`config.mk`:
```
export PLATFORM = sky130hd
export DESIGN_NAME = pcx_rle_line_decoder
export DESIGN_NICKNAME = d
export VERILOG_FILES = /design/src/hdl/pcxd_pkg.sv /design/src/hdl/pcxd_front.sv /design/src/hdl/pcxd_cmd_queue.sv /design/src/hdl/pcxd_back.sv /design/src/hdl/pcx_rle_line_decoder.sv
export SDC_FILE = /design/constraint.sdc
export NUM_CORES = 1
export LEC_CHECK = 0
export BUFFER_PORTS_ARGS = -buffer_cell sky130_fd_sc_hd__buf_2
export CORE_AREA = 2 2 133 168
export DETAILED_ROUTE_END_ITERATION = 16
export DIE_AREA = 0 0 135 170
export HOLD_SLACK_MARGIN = 0.08
export PLACE_DENSITY = 0.73
export SLEW_MARGIN = 10
export SYNTH_ARGS = -nofsm -noshare
export SYNTH_HDL_FRONTEND = slang
export SYNTH_HIERARCHICAL = 1
export SYNTH_SLANG_ARGS = --single-unit
```
`constraint.sdc`:
```
create_clock -name clk -period 9.3 [get_ports clk]
set_clock_uncertainty 0.1 [all_clocks]
set_input_delay 0.465 -clock clk [delete_from_list [all_inputs] [get_ports clk]]
set_output_delay 0.465 -clock clk [all_outputs]
set_load 0.01 [all_outputs]
```
`src/hdl/pcxd_pkg.sv`:
```
// ----------------------------------------------------------------------------
// pcxd_pkg
// Shared types and constants of the PCX scanline run-length decoder.
// ----------------------------------------------------------------------------
package pcxd_pkg;

  // widest scanline the decoder supports
  localparam int unsigned MAX_LINE_WIDTH = 65536;

  localparam int unsigned WIDTH_BITS = 17;
  localparam int unsigned BYTES_BITS = 18;

  // run header marker and count mask
  localparam logic [7:0] RUN_MARK = 8'hC0;
  localparam logic [7:0] RUN_MASK = 8'h3F;

  // byte counter stops here
  localparam logic [BYTES_BITS-1:0] BYTES_SAT = 18'h20000;

  localparam logic [WIDTH_BITS-1:0] WIDTH_RESET = 17'd320;
  localparam logic [WIDTH_BITS-1:0] WIDTH_MAX   = WIDTH_BITS'(MAX_LINE_WIDTH);

  // command queue depth between front and back
  localparam int unsigned CMD_DEPTH = 4;
  localparam int unsigned CMD_PTR_BITS = $clog2(CMD_DEPTH);

  // register byte addresses
  localparam int unsigned ADDR_BITS = 3;
  localparam logic [ADDR_BITS-1:0] REG_LINE_WIDTH = 3'd0;

  // command operations
  typedef enum logic [1:0] {
    OP_SKIP = 2'd0,  // byte counted, no pixel
    OP_LIT  = 2'd1,  // one literal pixel
    OP_RUN  = 2'd2   // run of count pixels
  } op_t;

  typedef struct packed {
    op_t        op;
    logic [5:0] count;
    logic [7:0] value;
  } cmd_t;

endpackage

```
`src/hdl/pcxd_front.sv`:
```
// ----------------------------------------------------------------------------
// pcxd_front
// Accepts encoded bytes and classifies them into skip, literal and run
// commands for the back end.
// ----------------------------------------------------------------------------
module pcxd_front (
  input  logic          clk,
  input  logic          rst,
  input  logic          push,
  input  logic [7:0]    code_byte,
  output logic          full,
  input  logic          cmd_full,
  output logic          cmd_wr,
  output pcxd_pkg::cmd_t cmd_data
);

  logic       await_value;
  logic [5:0] run_count;
  logic       accept;

  assign full   = cmd_full;
  assign accept = push && !cmd_full;
  assign cmd_wr = accept;

  // classify the incoming beat
  always_comb begin
    cmd_data.op    = pcxd_pkg::OP_LIT;
    cmd_data.count = 6'd1;
    cmd_data.value = code_byte;
    if (await_value) begin
      cmd_data.count = run_count;
      cmd_data.op    = (run_count == 6'd0) ? pcxd_pkg::OP_SKIP : pcxd_pkg::OP_RUN;
    end else if ((code_byte & pcxd_pkg::RUN_MARK) == pcxd_pkg::RUN_MARK) begin
      cmd_data.op = pcxd_pkg::OP_SKIP;
    end
  end

  // run header tracking
  always_ff @(posedge clk) begin
    if (rst) begin
      await_value <= 1'b0;
      run_count   <= 6'd0;
    end else if (accept) begin
      if (await_value) begin
        await_value <= 1'b0;
        run_count   <= 6'd0;
      end else if ((code_byte & pcxd_pkg::RUN_MARK) == pcxd_pkg::RUN_MARK) begin
        await_value <= 1'b1;
        run_count   <= code_byte[5:0] & pcxd_pkg::RUN_MASK[5:0];
      end
    end
  end

endmodule

```
`src/hdl/pcxd_cmd_queue.sv`:
```
// ----------------------------------------------------------------------------
// pcxd_cmd_queue
// Small register queue of commands between the front and back ends.
// ----------------------------------------------------------------------------
module pcxd_cmd_queue (
  input  logic           clk,
  input  logic           rst,
  input  logic           wr_en,
  input  pcxd_pkg::cmd_t wr_data,
  output logic           full,
  input  logic           rd_en,
  output pcxd_pkg::cmd_t rd_data,
  output logic           empty
);

  pcxd_pkg::cmd_t                     slots [pcxd_pkg::CMD_DEPTH];
  logic [pcxd_pkg::CMD_PTR_BITS-1:0] wptr;
  logic [pcxd_pkg::CMD_PTR_BITS-1:0] rptr;
  logic [pcxd_pkg::CMD_PTR_BITS:0]   count;
  logic                              do_wr;
  logic                              do_rd;

  assign full    = (count == (pcxd_pkg::CMD_PTR_BITS+1)'(pcxd_pkg::CMD_DEPTH));
  assign empty   = (count == '0);
  assign do_wr   = wr_en && !full;
  assign do_rd   = rd_en && !empty;
  assign rd_data = slots[rptr];

  // storage
  always_ff @(posedge clk) begin
    if (do_wr) begin
      slots[wptr] <= wr_data;
    end
  end

  // pointers and fill count
  always_ff @(posedge clk) begin
    if (rst) begin
      wptr  <= '0;
      rptr  <= '0;
      count <= '0;
    end else begin
      if (do_wr) begin
        wptr <= wptr + 1'b1;
      end
      if (do_rd) begin
        rptr <= rptr + 1'b1;
      end
      case ({do_wr, do_rd})
        2'b10:   count <= count + 1'b1;
        2'b01:   count <= count - 1'b1;
        default: count <= count;
      endcase
    end
  end

endmodule

```
`src/hdl/pcxd_back.sv`:
```
// ----------------------------------------------------------------------------
// pcxd_back
// Executes commands: counts encoded bytes, emits pixels, closes lines at the
// configured width, and holds results in a two-entry output queue.
// ----------------------------------------------------------------------------
module pcxd_back (
  input  logic                              clk,
  input  logic                              rst,
  input  logic [pcxd_pkg::WIDTH_BITS-1:0]   line_width,
  input  logic                              cmd_empty,
  input  pcxd_pkg::cmd_t                    cmd_data,
  output logic                              cmd_rd,
  input  logic                              pop,
  output logic                              empty,
  output logic [7:0]                        pixel,
  output logic                              line_end,
  output logic [pcxd_pkg::BYTES_BITS-1:0]   bytes_used
);

  typedef struct packed {
    logic [7:0]                      pixel;
    logic                            line_end;
    logic [pcxd_pkg::BYTES_BITS-1:0] bytes_used;
  } result_t;

  logic                            active;
  logic [5:0]                      remaining;
  logic [7:0]                      value;
  logic [pcxd_pkg::WIDTH_BITS-1:0] pixels_done;
  logic [pcxd_pkg::BYTES_BITS-1:0] bytes_taken;

  result_t    oq [2];
  logic       owptr;
  logic       orptr;
  logic [1:0] ocount;

  logic [pcxd_pkg::WIDTH_BITS-1:0] eff_width;
  logic [pcxd_pkg::WIDTH_BITS:0]   done_plus;
  logic                            emit;
  logic                            last;
  logic                            do_pop;
  result_t                         res;

  // clamp the configured width
  always_comb begin
    eff_width = line_width;
    if (line_width == '0) begin
      eff_width = pcxd_pkg::WIDTH_BITS'(1);
    end else if (line_width > pcxd_pkg::WIDTH_MAX) begin
      eff_width = pcxd_pkg::WIDTH_MAX;
    end
  end

  assign done_plus = {1'b0, pixels_done} + 1'b1;
  assign last      = (done_plus >= {1'b0, eff_width});
  assign emit      = active && (ocount != 2'd2);
  assign cmd_rd    = !active && !cmd_empty;
  assign do_pop    = pop && (ocount != 2'd0);

  // result of the pixel in flight
  always_comb begin
    res.pixel      = value;
    res.line_end   = last;
    res.bytes_used = last ? bytes_taken : '0;
  end

  // command execution
  always_ff @(posedge clk) begin
    if (rst) begin
      active      <= 1'b0;
      remaining   <= 6'd0;
      value       <= 8'd0;
      pixels_done <= '0;
      bytes_taken <= '0;
    end else if (cmd_rd) begin
      if (bytes_taken != pcxd_pkg::BYTES_SAT) begin
        bytes_taken <= bytes_taken + 1'b1;
      end
      value <= cmd_data.value;
      case (cmd_data.op)
        pcxd_pkg::OP_LIT: begin
          active    <= 1'b1;
          remaining <= 6'd1;
        end
        pcxd_pkg::OP_RUN: begin
          active    <= (cmd_data.count != 6'd0);
          remaining <= cmd_data.count;
        end
        default: begin
          active    <= 1'b0;
          remaining <= 6'd0;
        end
      endcase
    end else if (emit) begin
      if (last) begin
        // line closed, rest of the run is dropped
        pixels_done <= '0;
        bytes_taken <= '0;
        active      <= 1'b0;
        remaining   <= 6'd0;
      end else begin
        pixels_done <= done_plus[pcxd_pkg::WIDTH_BITS-1:0];
        remaining   <= remaining - 1'b1;
        active      <= (remaining != 6'd1);
      end
    end
  end

  // output queue storage
  always_ff @(posedge clk) begin
    if (emit) begin
      oq[owptr] <= res;
    end
  end

  // output queue pointers
  always_ff @(posedge clk) begin
    if (rst) begin
      owptr  <= 1'b0;
      orptr  <= 1'b0;
      ocount <= 2'd0;
    end else begin
      if (emit) begin
        owptr <= ~owptr;
      end
      if (do_pop) begin
        orptr <= ~orptr;
      end
      case ({emit, do_pop})
        2'b10:   ocount <= ocount + 1'b1;
        2'b01:   ocount <= ocount - 1'b1;
        default: ocount <= ocount;
      endcase
    end
  end

  assign empty      = (ocount == 2'd0);
  assign pixel      = oq[orptr].pixel;
  assign line_end   = oq[orptr].line_end;
  assign bytes_used = oq[orptr].bytes_used;

endmodule

```
`src/hdl/pcx_rle_line_decoder.sv`:
```
// ----------------------------------------------------------------------------
// pcx_rle_line_decoder
// PCX scanline run-length decoder with an APB-style width register.
// ----------------------------------------------------------------------------
// Encoded bytes go in through push/full, decoded pixels come out through
// empty/pop, oldest first. A front end classifies each byte into a command
// and a four-entry command queue feeds the back end, which takes one command
// per cycle when it is free and then emits one pixel per cycle while the
// output queue has room; the pixel rate of the back end sets the throughput.
// A two-entry output queue lets input continue while results wait.
// line_width sits at byte address 0; write it only while the block is idle.
module pcx_rle_line_decoder (
  input  logic                              clk,
  input  logic                              rst,
  input  logic                              psel,
  input  logic                              penable,
  input  logic                              pwrite,
  input  logic [pcxd_pkg::ADDR_BITS-1:0]    paddr,
  input  logic [31:0]                       pwdata,
  output logic [31:0]                       prdata,
  output logic                              pready,
  input  logic                              push,
  input  logic [7:0]                        code_byte,
  output logic                              full,
  input  logic                              pop,
  output logic                              empty,
  output logic [7:0]                        pixel,
  output logic                              line_end,
  output logic [pcxd_pkg::BYTES_BITS-1:0]   bytes_used
);

  logic [pcxd_pkg::WIDTH_BITS-1:0] line_width;
  logic                            cmd_wr;
  logic                            cmd_rd;
  logic                            cmd_full;
  logic                            cmd_empty;
  pcxd_pkg::cmd_t                  cmd_in;
  pcxd_pkg::cmd_t                  cmd_out;

  // configuration register
  assign pready = 1'b1;
  always_ff @(posedge clk) begin
    if (rst) begin
      line_width <= pcxd_pkg::WIDTH_RESET;
    end else if (psel && penable && pwrite && (paddr[2] == pcxd_pkg::REG_LINE_WIDTH[2])) begin
      line_width <= pwdata[pcxd_pkg::WIDTH_BITS-1:0];
    end
  end

  assign prdata = (paddr[2] == pcxd_pkg::REG_LINE_WIDTH[2])
                  ? {{(32 - pcxd_pkg::WIDTH_BITS){1'b0}}, line_width} : 32'd0;

  pcxd_front u_front (
    .clk       (clk),
    .rst       (rst),
    .push      (push),
    .code_byte (code_byte),
    .full      (full),
    .cmd_full  (cmd_full),
    .cmd_wr    (cmd_wr),
    .cmd_data  (cmd_in)
  );

  pcxd_cmd_queue u_cmd_queue (
    .clk     (clk),
    .rst     (rst),
    .wr_en   (cmd_wr),
    .wr_data (cmd_in),
    .full    (cmd_full),
    .rd_en   (cmd_rd),
    .rd_data (cmd_out),
    .empty   (cmd_empty)
  );

  pcxd_back u_back (
    .clk        (clk),
    .rst        (rst),
    .line_width (line_width),
    .cmd_empty  (cmd_empty),
    .cmd_data   (cmd_out),
    .cmd_rd     (cmd_rd),
    .pop        (pop),
    .empty      (empty),
    .pixel      (pixel),
    .line_end   (line_end),
    .bytes_used (bytes_used)
  );

endmodule
```
==> results.cfg <==
[outcome]
status = finished, final reports clean

[clocking]
insertion_delay_ns = 0.50
cts_inserted_buffers = 20
cts_tree = done
post_cts_hold_buffer_count = 0
clk_pin_slew_ns = 0.06
htree_levels = 1
clkSinkCount = 206
cts_max_path_buffers = 3
post-cts-setup-buffers = 0
post_cts_resized = 0
clock_tree.root_cell = clkbuf_16

[floorplanning]
die_w_um = 135
rows = 60
die_height_um = 170
initial_core_utilization_pct = 46.4
total_die_area_um2 = 23000
top_level_ports = 112
core_area_um2 = 21300

[drt]
drc = 0
vias = 6560
via_per_inst = 5.42
wl_per_cell_um = 15.8
drt-pass1-iter-count = 5
drt_wl_total_um = 19100
drt_iter0_drc = 364
detail-route-antenna-nets = 0

[worst_setup_path]
element_type_at_the_critical_path_start = flop
critical_path_peak_fanout = 17
endpoint_kind = flop
crit_arrival_ns = 4.33
data_required_critical_path_ns = 9.44
timing_worst_setup_path_type = flop to flop

[timing]
hold_viol_final = 0
worst_slew_pin_tran_ns = 1.00
fmax_ghz = 0.239
final.period_utilization_pct = 45.0
finalSetupViolations = 0
max_slew_margin_pct = 33.0
fin_setup_tns_ns = 0
period_needed_ns = 4.19
holdWs_ns = 0.104
grt_setup_unrepaired = false
maxSlewViolCount = 0

[layout]
final_nets = 1001
area_growth_pct = 10.6
postLayoutCoreUtil_pct = 51.3
drive_above_1_share_pct = 17.7
n_antenna_cell = 0

[grt]
grt_start_max_net_pins = 91
tot_gr_track_use_pct = 16.8
grt_overflow = 0
number_of_global_route_vias_before_repair = 6457
wire_length_of_the_first_global_routing_pass_um = 31400
antenna_violations_before_repair = 0

[pwr]
ir_drop_uv = 129
power_density_nw_per_um2 = 256
report.power.total_mw = 2.80
power.static_leakage_nw = 3.95

[yosys]
avg_cell_area_syn_um2 = 11.4
netlist_instances = 870
synth_top_cells_by_count = edfxtp_1 (118), dfxtp_1 (88), nand2_1 (69), a21oi_1 (49), nand2b_1 (34)
synth-edff-count = 118
sequential_to_total_area_share_from_yosys_stat_pct = 53.6
dominant_cell_by_count_in_the_synthesized_netlist = edfxtp_1
post_synth_instance_area_um2 = 9900
synth.yosys.warnings = 6
ys_seq_elements = 206
synth.distinct_cells = 62
ys_top_cells_by_area = edfxtp_1 (36%), dfxtp_1 (18%), ha_1 (3.8%)
post-synth-top-area-cell = edfxtp_1
async_flop_share_pct = 0
synth_top_area_share_pct = 35.8
postSynth.topFlopCell = edfxtp_1

[placement]
gp_routability_congestion = 0.838
io_buffers = 78
hpwl_um = 12700

[worst_hold_path]
worstHoldPathType = primary input to flop

[flow_run]
cap_violations = 0
cell type report:
cell class | instances | area, um2
Fill cell | 1910 | 10400
Sequential cell | 206 | 5310
Multi-Input combinational cell | 579 | 4100
Clock buffer | 26 | 533
Timing Repair Buffer | 86 | 453
Tap cell | 279 | 349
Clock inverter | 8 | 105
Inverter | 27 | 101
per-layer routing:
layer  track usage (%)  up-vias  part of all wire (%)
met2              30.6      139                    51
li1                  -     3227                     -
met1              19.9     3154                    42
met4              5.48        0                   2.3
met3              2.98       40                   4.5
met5                 0        -                     0
power breakdown:
| part | internal, mW | switching (mW) | total [mW] |
|---|---|---|---|
| combinational | 0.316 | 0.466 | 0.782 |
| sequential | 1.12 | 0.106 | 1.23 |
| clock | 0.461 | 0.330 | 0.792 |
| total | 1.90 | 0.902 | 2.80 |
kinds of logic after synthesis:
family / after synthesis / synth area share, %
buffers and inverters: 99 / 5.51
multiplexers: 62 / 8.86
flip-flops: 206 / 53.6
AND/OR/NAND/NOR: 323 / 18.0
AO/OA/AOI/OAI: 118 / 7.35
XOR/XNOR: 29 / 2.57
adder cells (fa/ha/maj): 31 / 4.00
other: 2 / 0.0759
per-stage QoR:
stage	area, um2	setup slack, ns	std cells
6_report	10900	5.11	1211
3_5_place_dp	10300	5.06	1177
2_1_floorplan	9950	6.04	884
3_3_place_gp	10300	5.17	1177
4_1_cts	10900	5.04	1211
5_1_grt	10900	4.77	1211
cell usage in the layout, fill, tap and decap left out, types with 28 or more instances in the layout:
cell,instances
nor2_1,32
ha_1,30
and2_1,30
nand2b_1,34
a21oi_1,49
nand3_1,28
nand2_1,69
dfxtp_1,88
buf_2,77
edfxtp_1,118
final timing paths:
kind,from,slack (ns),cells past startpoint,endpoint
worst max register to register,u_back/pixels_done[0]$_SDFFE_PP0P_,5.11,12,u_back/oq[1][16]$_DFFE_PP_
worst min-delay path,code_byte[4],0.10,1,u_cmd_queue/slots[0][4]$_DFFE_PP_
worst min register to register,u_back/value[5]$_SDFFE_PP0P_,0.36,0,u_back/oq[1][24]$_DFFE_PP_
worst max-delay path,u_back/pixels_done[0]$_SDFFE_PP0P_,5.11,12,u_back/oq[1][16]$_DFFE_PP_
critical path, cell delays in order, from the launching register on:
cell	delay [ns]
dfxtp_1	0.44
ha_1	0.27
nand3_1	0.21
nor3_1	0.47
and2_1	0.27
xor2_1	0.19
ha_1	0.27
nand4_1	0.15
o41ai_1	0.11
a221oi_1	0.30
o21a_1	0.37
nand2_1	0.43
and2_1	0.35
flip-flops by register name, indices dropped and copies added, names as in the netlist, 2 cells and up, named ones only:
name and count:
line_width 17, u_back/bytes_taken 18, u_back/ocount 2, u_back/oq 54
u_back/pixels_done 17, u_back/remaining 6, u_back/value 8, u_cmd_queue/count 3
u_cmd_queue/rptr 2, u_cmd_queue/slots 64, u_cmd_queue/wptr 2, u_front/run_count 6
Note: power is estimated with default switching activity, not from simulation.
